===== src/hdl/psc_pkg.sv =====
`timescale 1ns / 1ps
// ----------------------------------------------------------------------------
// psc_pkg
// Shared constants and types for the point seek PD controller.
// ----------------------------------------------------------------------------
package psc_pkg;

  localparam int unsigned SettleTicks = 10;
  localparam int unsigned CordicSteps = 16;
  localparam int unsigned NumSteps    = (CordicSteps < 24) ? CordicSteps : 24;
  localparam int unsigned StepW       = $clog2(NumSteps + 1);
  localparam int unsigned CntW        = 4;

  localparam logic [16:0] SpeedOne = 17'd65536;
  localparam logic [15:0] Ang3Deg  = 16'd546;
  localparam logic [15:0] Ang1p5   = 16'd273;
  localparam logic [23:0] PosTol   = 24'd256;
  localparam logic [16:0] ScaleMin = 17'd13107;

  localparam logic [13:0] KpDist = 14'd13107;
  localparam logic [13:0] KdDist = 14'd7864;
  localparam logic [13:0] KpHead = 14'd3539;
  localparam logic [13:0] KdHead = 14'd7238;
  localparam logic [29:0] CordicGain = 30'd652032874;

  localparam logic [1:0] StatRun     = 2'd0;
  localparam logic [1:0] StatSettled = 2'd1;
  localparam logic [1:0] StatTimeout = 2'd2;

  localparam logic [0:0] OpStart = 1'b0;

  localparam logic [2:0] RegTargetX  = 3'd0;
  localparam logic [2:0] RegTargetY  = 3'd1;
  localparam logic [2:0] RegTargetHd = 3'd2;
  localparam logic [2:0] RegMaxMove  = 3'd3;
  localparam logic [2:0] RegMaxRot   = 3'd4;
  localparam logic [2:0] RegTimeout  = 3'd5;

  typedef struct packed {
    logic        op;
    logic [16:0] pos_x;
    logic [16:0] pos_y;
    logic [15:0] heading;
  } in_beat_t;

  typedef struct packed {
    logic [15:0] bearing;
    logic [16:0] move_speed;
    logic [16:0] rot_speed;
    logic [1:0]  status;
  } out_beat_t;

  function automatic logic [31:0] atan_lut(input logic [4:0] i);
    case (i)
      5'd0: atan_lut = 32'h20000000;  5'd1: atan_lut = 32'h12E4051E;
      5'd2: atan_lut = 32'h09FB385B;  5'd3: atan_lut = 32'h051111D4;
      5'd4: atan_lut = 32'h028B0D43;  5'd5: atan_lut = 32'h0145D7E1;
      5'd6: atan_lut = 32'h00A2F61E;  5'd7: atan_lut = 32'h00517C55;
      5'd8: atan_lut = 32'h0028BE53;  5'd9: atan_lut = 32'h00145F2F;
      5'd10: atan_lut = 32'h000A2F98; 5'd11: atan_lut = 32'h000517CC;
      5'd12: atan_lut = 32'h00028BE6; 5'd13: atan_lut = 32'h000145F3;
      5'd14: atan_lut = 32'h0000A2F9; 5'd15: atan_lut = 32'h0000517C;
      5'd16: atan_lut = 32'h000028BE; 5'd17: atan_lut = 32'h0000145F;
      5'd18: atan_lut = 32'h00000A2F; 5'd19: atan_lut = 32'h00000517;
      5'd20: atan_lut = 32'h0000028B; 5'd21: atan_lut = 32'h00000145;
      5'd22: atan_lut = 32'h000000A2; 5'd23: atan_lut = 32'h00000051;
      default: atan_lut = 32'h0;
    endcase
  endfunction

endpackage


===== src/hdl/psc_if.sv =====
`timescale 1ns / 1ps
// ----------------------------------------------------------------------------
// psc_in_if / psc_out_if
// Valid/ready channels carrying input and result beats.
// ----------------------------------------------------------------------------
interface psc_in_if import psc_pkg::*; ();
  logic     valid;
  logic     ready;
  in_beat_t data;
  modport source (output valid, output data, input ready);
  modport sink (input valid, input data, output ready);
endinterface

interface psc_out_if import psc_pkg::*; ();
  logic      valid;
  logic      ready;
  out_beat_t data;
  modport source (output valid, output data, input ready);
  modport sink (input valid, input data, output ready);
endinterface


===== src/hdl/point_seek_pd_controller_unit.sv =====
`timescale 1ns / 1ps
// ----------------------------------------------------------------------------
// point_seek_pd_controller_unit
// Distance/bearing CORDIC and two PD loops driving toward a target pose.
//
//  channel | dir | content
//  in_if   | in  | op, pos_x, pos_y, heading
//  out_if  | out | bearing, move_speed, rot_speed, status
//  apb     | in  | six config registers at 4*i
//
// A tick beat runs the CORDIC rotations and then six multiplies on the shared
// shift-add multiplier (distance gain, two terms per PD loop, rotation
// fade) before its result. Start, finished, timed-out and settled beats
// stop after the distance multiply. Reset restores register defaults and
// clears controller state. A result waits in the output register; the
// next beat is taken once it has been delivered.
// ----------------------------------------------------------------------------
module point_seek_pd_controller_unit import psc_pkg::*; (
  input  logic        clk_i,
  input  logic        rst_ni,
  psc_in_if.sink      in_if,
  psc_out_if.source   out_if,
  input  logic        psel,
  input  logic        penable,
  input  logic        pwrite,
  input  logic [4:0]  paddr,
  input  logic [31:0] pwdata,
  output logic [31:0] prdata,
  output logic        pready
);
  typedef enum logic [3:0] {
    StIdle, StCordic, StMag, StMagW, StMove, StMoveW, StRot, StRotW,
    StFade, StFadeW, StOut
  } state_e;

  state_e state_q;

  logic [16:0] tx_q, ty_q, mmove_q, mrot_q;
  logic [15:0] thd_q, tmo_q;

  logic [23:0] pdist_q;
  logic [16:0] perr_q;
  logic [CntW-1:0] settle_q;
  logic [15:0] elapsed_q;
  logic        fin_q;

  in_beat_t    in_q;
  out_beat_t   res_q;
  logic        ovalid_q;

  logic signed [28:0] x_q, y_q;
  logic [31:0] z_q;
  logic [StepW-1:0] step_q;
  logic        zero_q;
  logic [23:0] dist_q;
  logic signed [17:0] e_q;
  logic [16:0] mv_q, rt_q;

  logic        mstart;
  logic [39:0] ma;
  logic [29:0] mb;
  logic        mdone;
  logic [69:0] mp;

  psc_sermul u_mul (
    .clk_i(clk_i), .rst_ni(rst_ni), .start_i(mstart), .a_i(ma), .b_i(mb),
    .done_o(mdone), .p_o(mp)
  );

  wire cfg_wr = psel && penable && pwrite;
  wire [2:0] cfg_idx = paddr[4:2];
  assign pready = 1'b1;

  always_comb begin
    case (cfg_idx)
      RegTargetX:  prdata = {15'd0, tx_q};
      RegTargetY:  prdata = {15'd0, ty_q};
      RegTargetHd: prdata = {16'd0, thd_q};
      RegMaxMove:  prdata = {15'd0, mmove_q};
      RegMaxRot:   prdata = {15'd0, mrot_q};
      RegTimeout:  prdata = {16'd0, tmo_q};
      default:     prdata = '0;
    endcase
  end

  assign in_if.ready  = (state_q == StIdle) && !ovalid_q;
  assign out_if.valid = ovalid_q;
  assign out_if.data  = res_q;

  wire signed [17:0] dx = $signed({tx_q[16], tx_q}) - $signed({in_if.data.pos_x[16],
                          in_if.data.pos_x});
  wire signed [17:0] dy = $signed({ty_q[16], ty_q}) - $signed({in_if.data.pos_y[16],
                          in_if.data.pos_y});

  wire signed [28:0] xs = x_q >>> step_q;
  wire signed [28:0] ys = y_q >>> step_q;
  wire [31:0] at = atan_lut(5'(step_q));

  // heading error
  wire [15:0] d16 = thd_q - in_q.heading;
  wire [15:0] ae0 = d16[15] ? (16'd0 - d16) : d16;
  wire        wrapz = (17'd32768 - {1'b0, ae0}) <= {1'b0, Ang3Deg};
  wire signed [17:0] e_c = wrapz ? 18'sd0 : $signed({{2{d16[15]}}, d16});
  wire [15:0] ae = wrapz ? 16'd0 : ae0;

  wire [16:0] mlim = (mmove_q > SpeedOne) ? SpeedOne : mmove_q;
  wire [16:0] rlim = (mrot_q > SpeedOne) ? SpeedOne : mrot_q;

  // PD sums (pre-multiplied via the serial unit one term at a time is slow;
  // the coefficient terms are formed as a*K + delta*K2 using two products)
  logic signed [40:0] psum_q;
  logic        phase_q;

  wire signed [25:0] ddist = $signed({2'b0, dist_q}) - $signed({2'b0, pdist_q});
  wire signed [18:0] derr  = $signed({e_q[17], e_q}) - $signed({{2{perr_q[16]}}, perr_q});

  function automatic logic [16:0] clip(input logic signed [40:0] s, input logic [16:0] l);
    logic [40:0] a;
    logic [32:0] sh;
    logic [16:0] v;
    a  = s[40] ? 41'(-s) : 41'(s);
    sh = a[40:8];
    v  = (sh > 33'(SpeedOne)) ? SpeedOne : sh[16:0];
    clip = (v < l) ? v : l;
  endfunction

  wire [25:0] ad = ddist[25] ? 26'(-ddist) : 26'(ddist);
  wire [18:0] aer = derr[18] ? 19'(-derr) : 19'(derr);
  wire [17:0] aee = e_q[17] ? 18'(-e_q) : 18'(e_q);

  // fade scale dist*128/5 by reciprocal multiply, exact below 2560
  logic [16:0] fscale;
  logic [31:0] fprod;
  assign fprod = {20'd0, dist_q[11:0]} * 32'd838861;
  always_comb begin
    if (dist_q >= 24'd2560) fscale = SpeedOne;
    else if (dist_q < 24'd512) fscale = ScaleMin;
    else fscale = fprod[31:15];
  end

  always_comb begin
    mstart = 1'b0;
    ma = '0;
    mb = '0;
    case (state_q)
      StMag: begin
        mstart = 1'b1; ma = {11'd0, x_q}; mb = CordicGain;
      end
      StMove: begin
        mstart = 1'b1;
        ma = phase_q ? {14'd0, ad} : {16'd0, dist_q};
        mb = {16'd0, phase_q ? KdDist : KpDist};
      end
      StRot: begin
        mstart = 1'b1;
        ma = phase_q ? {21'd0, aer} : {22'd0, aee};
        mb = {16'd0, phase_q ? KdHead : KpHead};
      end
      StFade: begin
        mstart = 1'b1; ma = {23'd0, rt_q};
        mb = {13'd0, fscale};
      end
      default: ;
    endcase
  end

  wire signed [40:0] prod = $signed({1'b0, mp[39:0]});
  wire negt = (state_q == StMoveW) ? (phase_q ? ddist[25] : 1'b0)
                                   : (phase_q ? derr[18] : e_q[17]);
  wire signed [40:0] term = negt ? -prod : prod;
  wire signed [40:0] nsum = phase_q ? (psum_q + term) : term;

  always_ff @(posedge clk_i or negedge rst_ni) begin
    if (!rst_ni) begin
      state_q   <= StIdle;
      ovalid_q  <= 1'b0;
      tx_q      <= '0;
      ty_q      <= '0;
      thd_q     <= '0;
      mmove_q   <= SpeedOne;
      mrot_q    <= SpeedOne;
      tmo_q     <= 16'd100;
      pdist_q   <= '0;
      perr_q    <= '0;
      settle_q  <= '0;
      elapsed_q <= '0;
      fin_q     <= 1'b0;
      phase_q   <= 1'b0;
    end else begin
      if (cfg_wr) begin
        case (cfg_idx)
          RegTargetX:  tx_q    <= pwdata[16:0];
          RegTargetY:  ty_q    <= pwdata[16:0];
          RegTargetHd: thd_q   <= pwdata[15:0];
          RegMaxMove:  mmove_q <= pwdata[16:0];
          RegMaxRot:   mrot_q  <= pwdata[16:0];
          RegTimeout:  tmo_q   <= pwdata[15:0];
          default: ;
        endcase
      end
      if (out_if.valid && out_if.ready) ovalid_q <= 1'b0;
      case (state_q)
        StIdle: if (in_if.valid && in_if.ready) begin
          in_q   <= in_if.data;
          zero_q <= (dx == 0) && (dy == 0);
          step_q <= '0;
          if (dx < 0) begin
            x_q <= -(29'(dx) <<< 8); y_q <= -(29'(dy) <<< 8); z_q <= 32'h80000000;
          end else begin
            x_q <= 29'(dx) <<< 8; y_q <= 29'(dy) <<< 8; z_q <= '0;
          end
          state_q <= StCordic;
        end
        StCordic: begin
          if (y_q >= 0) begin
            x_q <= x_q + ys; y_q <= y_q - xs; z_q <= z_q + at;
          end else begin
            x_q <= x_q - ys; y_q <= y_q + xs; z_q <= z_q - at;
          end
          step_q <= step_q + 1'b1;
          if (32'(step_q) == NumSteps - 1) state_q <= StMag;
        end
        StMag: begin
          res_q.bearing    <= zero_q ? 16'd0 : 16'((z_q + 32'h8000) >> 16);
          res_q.move_speed <= '0;
          res_q.rot_speed  <= '0;
          res_q.status     <= StatRun;
          if (x_q < 0) x_q <= '0;
          state_q <= StMagW;
        end
        StMagW: if (mdone) begin
          if (zero_q) dist_q <= '0;
          else if (mp[69:38] > 32'hFFFFFF) dist_q <= 24'hFFFFFF;
          else dist_q <= mp[61:38];
          e_q <= e_c;
          if (in_q.op == OpStart) begin
            pdist_q <= '0; perr_q <= '0; settle_q <= '0; elapsed_q <= '0;
            fin_q <= 1'b0; state_q <= StOut;
          end else if (fin_q) begin
            res_q.status <= (32'(settle_q) >= SettleTicks) ? StatSettled : StatTimeout;
            state_q <= StOut;
          end else if (elapsed_q >= tmo_q) begin
            fin_q <= 1'b1; res_q.status <= StatTimeout; state_q <= StOut;
          end else begin
            if (elapsed_q != 16'hFFFF) elapsed_q <= elapsed_q + 16'd1;
            phase_q <= 1'b0;
            state_q <= StMove;
            if (((zero_q ? 24'd0 : (mp[69:38] > 32'hFFFFFF ? 24'hFFFFFF : mp[61:38]))
                 <= PosTol) && (ae <= Ang3Deg)) begin
              if (32'(settle_q) + 1 >= SettleTicks) begin
                settle_q <= CntW'(SettleTicks);
                fin_q <= 1'b1; res_q.status <= StatSettled; state_q <= StOut;
              end else begin
                settle_q <= settle_q + 1'b1;
              end
            end else begin
              settle_q <= '0;
            end
          end
        end
        StMove: state_q <= StMoveW;
        StMoveW: if (mdone) begin
          psum_q <= nsum;
          if (phase_q) begin
            mv_q <= clip(nsum, mlim); pdist_q <= dist_q; phase_q <= 1'b0;
            state_q <= StRot;
          end else begin
            phase_q <= 1'b1; state_q <= StMove;
          end
        end
        StRot: state_q <= StRotW;
        StRotW: if (mdone) begin
          psum_q <= nsum;
          if (phase_q) begin
            rt_q <= (aee <= 18'(Ang1p5)) ? 17'd0 : clip(nsum, rlim);
            perr_q <= e_q[16:0]; phase_q <= 1'b0;
            state_q <= StFade;
          end else begin
            phase_q <= 1'b1; state_q <= StRot;
          end
        end
        StFade: state_q <= StFadeW;
        StFadeW: if (mdone) begin
          res_q.move_speed <= mv_q;
          res_q.rot_speed  <= mp[32:16];
          state_q <= StOut;
        end
        StOut: begin
          ovalid_q <= 1'b1;
          state_q  <= StIdle;
        end
        default: state_q <= StIdle;
      endcase
    end
  end
endmodule


===== src/hdl/psc_sermul.sv =====
`timescale 1ns / 1ps
// ----------------------------------------------------------------------------
// psc_sermul
// Shift-add multiplier, one multiplier bit per cycle: 40-bit unsigned a
// times 30-bit unsigned b, 70-bit product.
// ----------------------------------------------------------------------------
module psc_sermul import psc_pkg::*; (
  input  logic        clk_i,
  input  logic        rst_ni,
  input  logic        start_i,
  input  logic [39:0] a_i,
  input  logic [29:0] b_i,
  output logic        done_o,
  output logic [69:0] p_o
);
  logic [69:0] acc_q;
  logic [69:0] a_q;
  logic [29:0] b_q;
  logic [4:0]  cnt_q;
  logic        busy_q;

  always_ff @(posedge clk_i or negedge rst_ni) begin
    if (!rst_ni) begin
      busy_q <= 1'b0;
      cnt_q  <= '0;
      done_o <= 1'b0;
    end else begin
      done_o <= 1'b0;
      if (start_i) begin
        busy_q <= 1'b1;
        cnt_q  <= '0;
        acc_q  <= '0;
        a_q    <= {30'd0, a_i};
        b_q    <= b_i;
      end else if (busy_q) begin
        if (b_q[0]) begin
          acc_q <= acc_q + a_q;
        end
        a_q   <= a_q << 1;
        b_q   <= b_q >> 1;
        cnt_q <= cnt_q + 5'd1;
        if (cnt_q == 5'd29) begin
          busy_q <= 1'b0;
          done_o <= 1'b1;
        end
      end
    end
  end

  assign p_o = acc_q;
endmodule

===== src/flat_wrapper.sv =====
// flat-port wrapper written by rule: the top's interface ports become plain ports
module point_seek_pd_controller_unit_flat import psc_pkg::*;
  (clk_i, rst_ni, psel, penable, pwrite, paddr, pwdata, prdata, pready, in_if_valid, in_if_data, in_if_ready, out_if_valid, out_if_data, out_if_ready);
  psc_in_if in_if_i ();
  psc_out_if out_if_i ();
  input  logic clk_i;
  input  logic rst_ni;
  input  logic psel;
  input  logic penable;
  input  logic pwrite;
  input  logic [4:0] paddr;
  input  logic [31:0] pwdata;
  output logic [31:0] prdata;
  output logic pready;
  input wire logic [$bits(in_if_i.valid)-1:0] in_if_valid;
  input wire logic [$bits(in_if_i.data)-1:0] in_if_data;
  output wire logic [$bits(in_if_i.ready)-1:0] in_if_ready;
  output wire logic [$bits(out_if_i.valid)-1:0] out_if_valid;
  output wire logic [$bits(out_if_i.data)-1:0] out_if_data;
  input wire logic [$bits(out_if_i.ready)-1:0] out_if_ready;
  assign in_if_i.valid = in_if_valid;
  assign in_if_i.data = in_if_data;
  assign in_if_ready = in_if_i.ready;
  assign out_if_valid = out_if_i.valid;
  assign out_if_data = out_if_i.data;
  assign out_if_i.ready = out_if_ready;
  point_seek_pd_controller_unit u_core (.clk_i(clk_i), .rst_ni(rst_ni), .in_if(in_if_i), .out_if(out_if_i), .psel(psel), .penable(penable), .pwrite(pwrite), .paddr(paddr), .pwdata(pwdata), .prdata(prdata), .pready(pready));
endmodule

===== config.mk =====
export PLATFORM = sky130hd
export DESIGN_NAME = point_seek_pd_controller_unit_flat
export DESIGN_NICKNAME = d
export VERILOG_FILES = /design/src/hdl/psc_pkg.sv /design/src/hdl/psc_if.sv /design/src/hdl/point_seek_pd_controller_unit.sv /design/src/hdl/psc_sermul.sv /design/src/flat_wrapper.sv
export SDC_FILE = /design/constraint.sdc
export NUM_CORES = 2
export LEC_CHECK = 0
export ABC_AREA = 1
export BUFFER_PORTS_ARGS = -buffer_cell sky130_fd_sc_hd__buf_2
export CAP_MARGIN = 15
export CORE_AREA = 2 2 385 387
export DETAILED_ROUTE_END_ITERATION = 8
export DIE_AREA = 0 0 387 389
export PLACE_DENSITY = 0.65
export SETUP_SLACK_MARGIN = 0.02
export SLEW_MARGIN = 20
export SYNTH_ARGS = -nofsm -noshare
export SYNTH_HDL_FRONTEND = slang
export SYNTH_SLANG_ARGS = --single-unit

===== constraint.sdc =====
create_clock -name clk_i -period 7.55 [get_ports clk_i]
set_input_delay 0.3775 -clock clk_i [delete_from_list [all_inputs] [get_ports clk_i]]
set_output_delay 0.3775 -clock clk_i [all_outputs]
set_load 0.005 [all_outputs]

==> flow_metrics.tcl <==
set metrics [dict create \
    hold_viol 0 \
    slew_headroom 0.266 \
    firstDrtPassIters 7 \
    maxCapViolCount 0 \
    ys_types 72 \
    rsz0062_at_grt "true" \
    synth_top_area_frac 0.232 \
    drive_gt1_frac 0.133 \
    r2r-start "u_core.dist_q[0]$_DFFE_PP_" \
    clkTransAtPathRegs_ns 0.06 \
    grt_overflow 0 \
    dr.first_iter.drc_count 5440 \
    wl_per_cell_um 19.3 \
    max-vdd-ir-drop_v 0.000201 \
    ant_nets 0 \
    fmax_ghz 0.137 \
    gp_congestion 0.991 \
    cp_max_fo 28 \
    min_period_ns 7.27 \
    skew_ns 0.0339 \
    netlist_instances 8144 \
    cts-root-buf "clkbuf_16" \
    stdcell_count 10700 \
    grt_max_degree 170 \
    wirelength_um 206000 \
    period_share 0.963 \
    antennaDiodeCount 0 \
    design_area_mm2 0.0689 \
    grt_pass1_vias 54500 \
    holdWs_ns 0.196 \
    final_net_count 9264 \
    synth-main-ff-cell "edfxtp_1" \
    yosys-top-cells-area "edfxtp_1, nand2_1, ha_1, inv_1, dfrtp_1" \
    r2r_cells 50 \
    endpoint_kind "flop" \
    crit_path_max_incr_delay_ns 0.41 \
    intPower_w 0.0147 \
    regToRegSetupSlack_ns 0.28 \
    rows 141 \
    p_leak_nw 32.4 \
    crit_arrival_ns 7.73 \
    antenna_found_initial 3 \
    power_switching_w 0.0153 \
    start_util 0.398 \
    p_comb_frac 0.655 \
    cts_buffers 80 \
    clk_latency_ns 0.72 \
    dp_cells 10500 \
    async_flop_share 0.266 \
    critPathSlowestCell "edfxtp_1" \
    via_per_inst 5.41 \
    clock_sink_count 654 \
    power_density_mw_per_mm2 436 \
    io_pins 182 \
    ys_warn_count 0 \
    switching_share 0.510 \
    status "finished clean" \
    max_slew.worst_pin.slew_ns 1.09 \
    r2r-end "u_core.rt_q[16]$_SDFFCE_PP0P_" \
    worstSetupPathType "flop to flop" \
    startpoint_type "flop" \
    min_path_type "primary input to asynchronous set/reset pin" \
    tns_ns 0 \
    grt.total_usage 0.263 \
    grt_pass1_wl_um 311000 \
    io_buffer_count 148 \
    route.detailed.drc 0 \
    fp.dieArea_mm2 0.151 \
    synthesis.area_mm2 0.0583 \
    die_y_um 389 \
    ys_seq_elements 654 \
    finalSetupViolCount 0 \
    dpl-instance-area_mm2 0.0642 \
    cts_max_level 3 \
    synth_edf_count 450 \
    slew_viol_final 0 \
    syn_to_final_growth_pct 18.1 \
    yosysSeqAreaShare 0.317 \
    clock_path_buffers 3 \
    crit_top_cell "nand2_1" \
    synth_top_area_cell "edfxtp_1" \
    core_mm2 0.147 \
    route.vias.total 57700 \
    synth.avg_cell_area_um2 7.16 \
    cts_tree "done" \
    hpwl_um 162000 \
    finish.utilization 0.470 \
    die_w_um 387 \
    seq_power_share 0.216 \
    cp.required_ns 8.00 \
    power.clock.fraction 0.129 \
]
## cells by family after synthesis
| logic type | Yosys count | share of synthesized area |
|---|---|---|
| AO/OA/AOI/OAI | 1695 | 0.163 |
| XOR/XNOR | 352 | 0.0528 |
| buffers and inverters | 1512 | 0.101 |
| other | 2 | 0.000129 |
| AND/OR/NAND/NOR | 3383 | 0.245 |
| flip-flops | 654 | 0.317 |
| adder cells (fa/ha/maj) | 498 | 0.114 |
| multiplexers | 48 | 0.00830 |
## state kept, by name (all words and copies together), names as in the netlist, 17 cells and up
signal,count
u_core.u_mul.b_q,30
u_core.mv_q,17
u_core.z_q,32
u_core.out_if.data,52
u_core.u_mul.a_q,70
u_core.mrot_q,17
u_core.mmove_q,17
u_core.pdist_q,24
u_core.rt_q,17
u_core.at,30
u_core.y_q,29
u_core.dist_q,24
u_core.tx_q,17
u_core.ty_q,17
u_core.u_mul.p_o,70
u_core.psum_q,41
u_core.in_q,17
u_core.x_q,29
## cells in the mapped netlist (15+ instances only)
master and instances:
a211oi_1 18, a21o_1 27, a21oi_1 625, a221oi_1 20, a22oi_1 19, a31oi_1 53, buf_1 23, buf_2 38
buf_4 24, clkbuf_1 167, dfrtp_1 169, dfxtp_1 30, edfxtp_1 450, fa_1 54, ha_1 444, inv_1 1232
mux2i_1 45, nand2_1 1664, nand2_2 15, nand3_1 512, nand3b_1 20, nand4_1 86, nor2_1 810, nor3_1 132
nor4_1 41, o2111ai_1 27, o211ai_1 50, o21a_1 31, o21ai_0 638, o21ai_1 16, o21bai_1 32, o22ai_1 71
o31ai_1 16, or2_2 42, xnor2_1 109, xor2_1 243
## area by class of cell
class / instances / area (um2)
clock buffers: 112 / 2280
clock inverters: 37 / 299
fillers: 14700 / 77700
inverters: 1250 / 4690
multi-input cells: 5995 / 35400
flip-flops and latches: 654 / 18500
well taps: 1930 / 2410
repair buffers: 690 / 5290
## routing by layer
layer / track usage / vias to the layer above / wire, um
li1: - / 28300 / -
met1: 0.357 / 27100 / 90900
met2: 0.431 / 2046 / 93500
met3: 0.0310 / 332 / 13800
met4: 0.0930 / 2 / 7930
met5: 0 / - / 14
## cells in the final DEF, fill, tap and decap left out, types with 29 or more instances in the layout
| cell type | count |
|---|---|
| a21oi_1 | 604 |
| a31oi_1 | 52 |
| buf_2 | 147 |
| buf_4 | 477 |
| clkbuf_16 | 90 |
| dfrtp_1 | 168 |
| dfxtp_1 | 30 |
| dlygate4sd3_1 | 36 |
| edfxtp_1 | 450 |
| fa_1 | 52 |
| ha_1 | 413 |
| ha_4 | 29 |
| inv_1 | 1229 |
| mux2i_1 | 45 |
| nand2_1 | 1587 |
| nand2_2 | 81 |
| nand3_1 | 490 |
| nand4_1 | 86 |
| nor2_1 | 735 |
| nor2_2 | 69 |
| nor3_1 | 123 |
| nor4_1 | 37 |
| o211ai_1 | 50 |
| o21a_1 | 31 |
| o21ai_0 | 620 |
| o21bai_1 | 32 |
| o22ai_1 | 70 |
| or2_2 | 42 |
| xnor2_1 | 107 |
| xor2_1 | 241 |
## worst max-delay path: cells and delay by family (launching register included)
family,cells,cell delay (ns)
buf+inv,11,1.26
compound gates,1,0.20
simple gates,34,4.02
fa+ha+maj,4,1.13
flops,1,0.41
## power by group through the flow
stage	clock [W]	combinational (W)	sequential [W]
final	0.00386	0.0197	0.00650
after detailed placement	0	0.0188	0.00653
after global placement	0	0.0186	0.00650
after CTS	0.00392	0.0190	0.00647
after floorplan	0	0.0134	0.00608
after global routing	0.00406	0.0220	0.00658
## worst max-delay path by stage
stage | start | endpoint | slack (ns) | depth (start not counted)
2_1_floorplan | u_core.dist_q[0]$_DFFE_PP_ | u_core.rt_q[4]$_SDFFCE_PP0P_ | 0.55 | 53
3_3_place_gp | u_core.dist_q[0]$_DFFE_PP_ | u_core.mv_q[4]$_DFFE_PP_ | 0.002 | 52
3_5_place_dp | u_core.dist_q[0]$_DFFE_PP_ | u_core.mv_q[1]$_DFFE_PP_ | -0.09 | 49
4_1_cts | u_core.e_q[6]$_SDFFCE_PP0P_ | u_core.mv_q[1]$_DFFE_PP_ | 0.03 | 48
5_1_grt | u_core.dist_q[0]$_DFFE_PP_ | u_core.mv_q[16]$_DFFE_PP_ | -0.16 | 50
6_report | u_core.dist_q[0]$_DFFE_PP_ | u_core.rt_q[16]$_SDFFCE_PP0P_ | 0.28 | 50
## what timing repair did
action	4_1_cts	5_1_grt
hold buffers	36	0
buffers inserted	1	19
gates resized for setup	12	304
endpoints found under the setup margin	34	34
gates cloned	0	11
pin swaps	2	47
hold endpoints to repair	89	0
## stage by stage
| stage | setup WS (ns) | total power [W] |
|---|---|---|
| finish | 0.277 | 0.0301 |
| detailed placement | -0.0860 | 0.0254 |
| global placement | 0.00246 | 0.0251 |
| global route | -0.156 | 0.0327 |
| floorplan | 0.550 | 0.0195 |
| CTS | 0.0298 | 0.0294 |
Note: power is estimated with default switching activity, not from simulation.
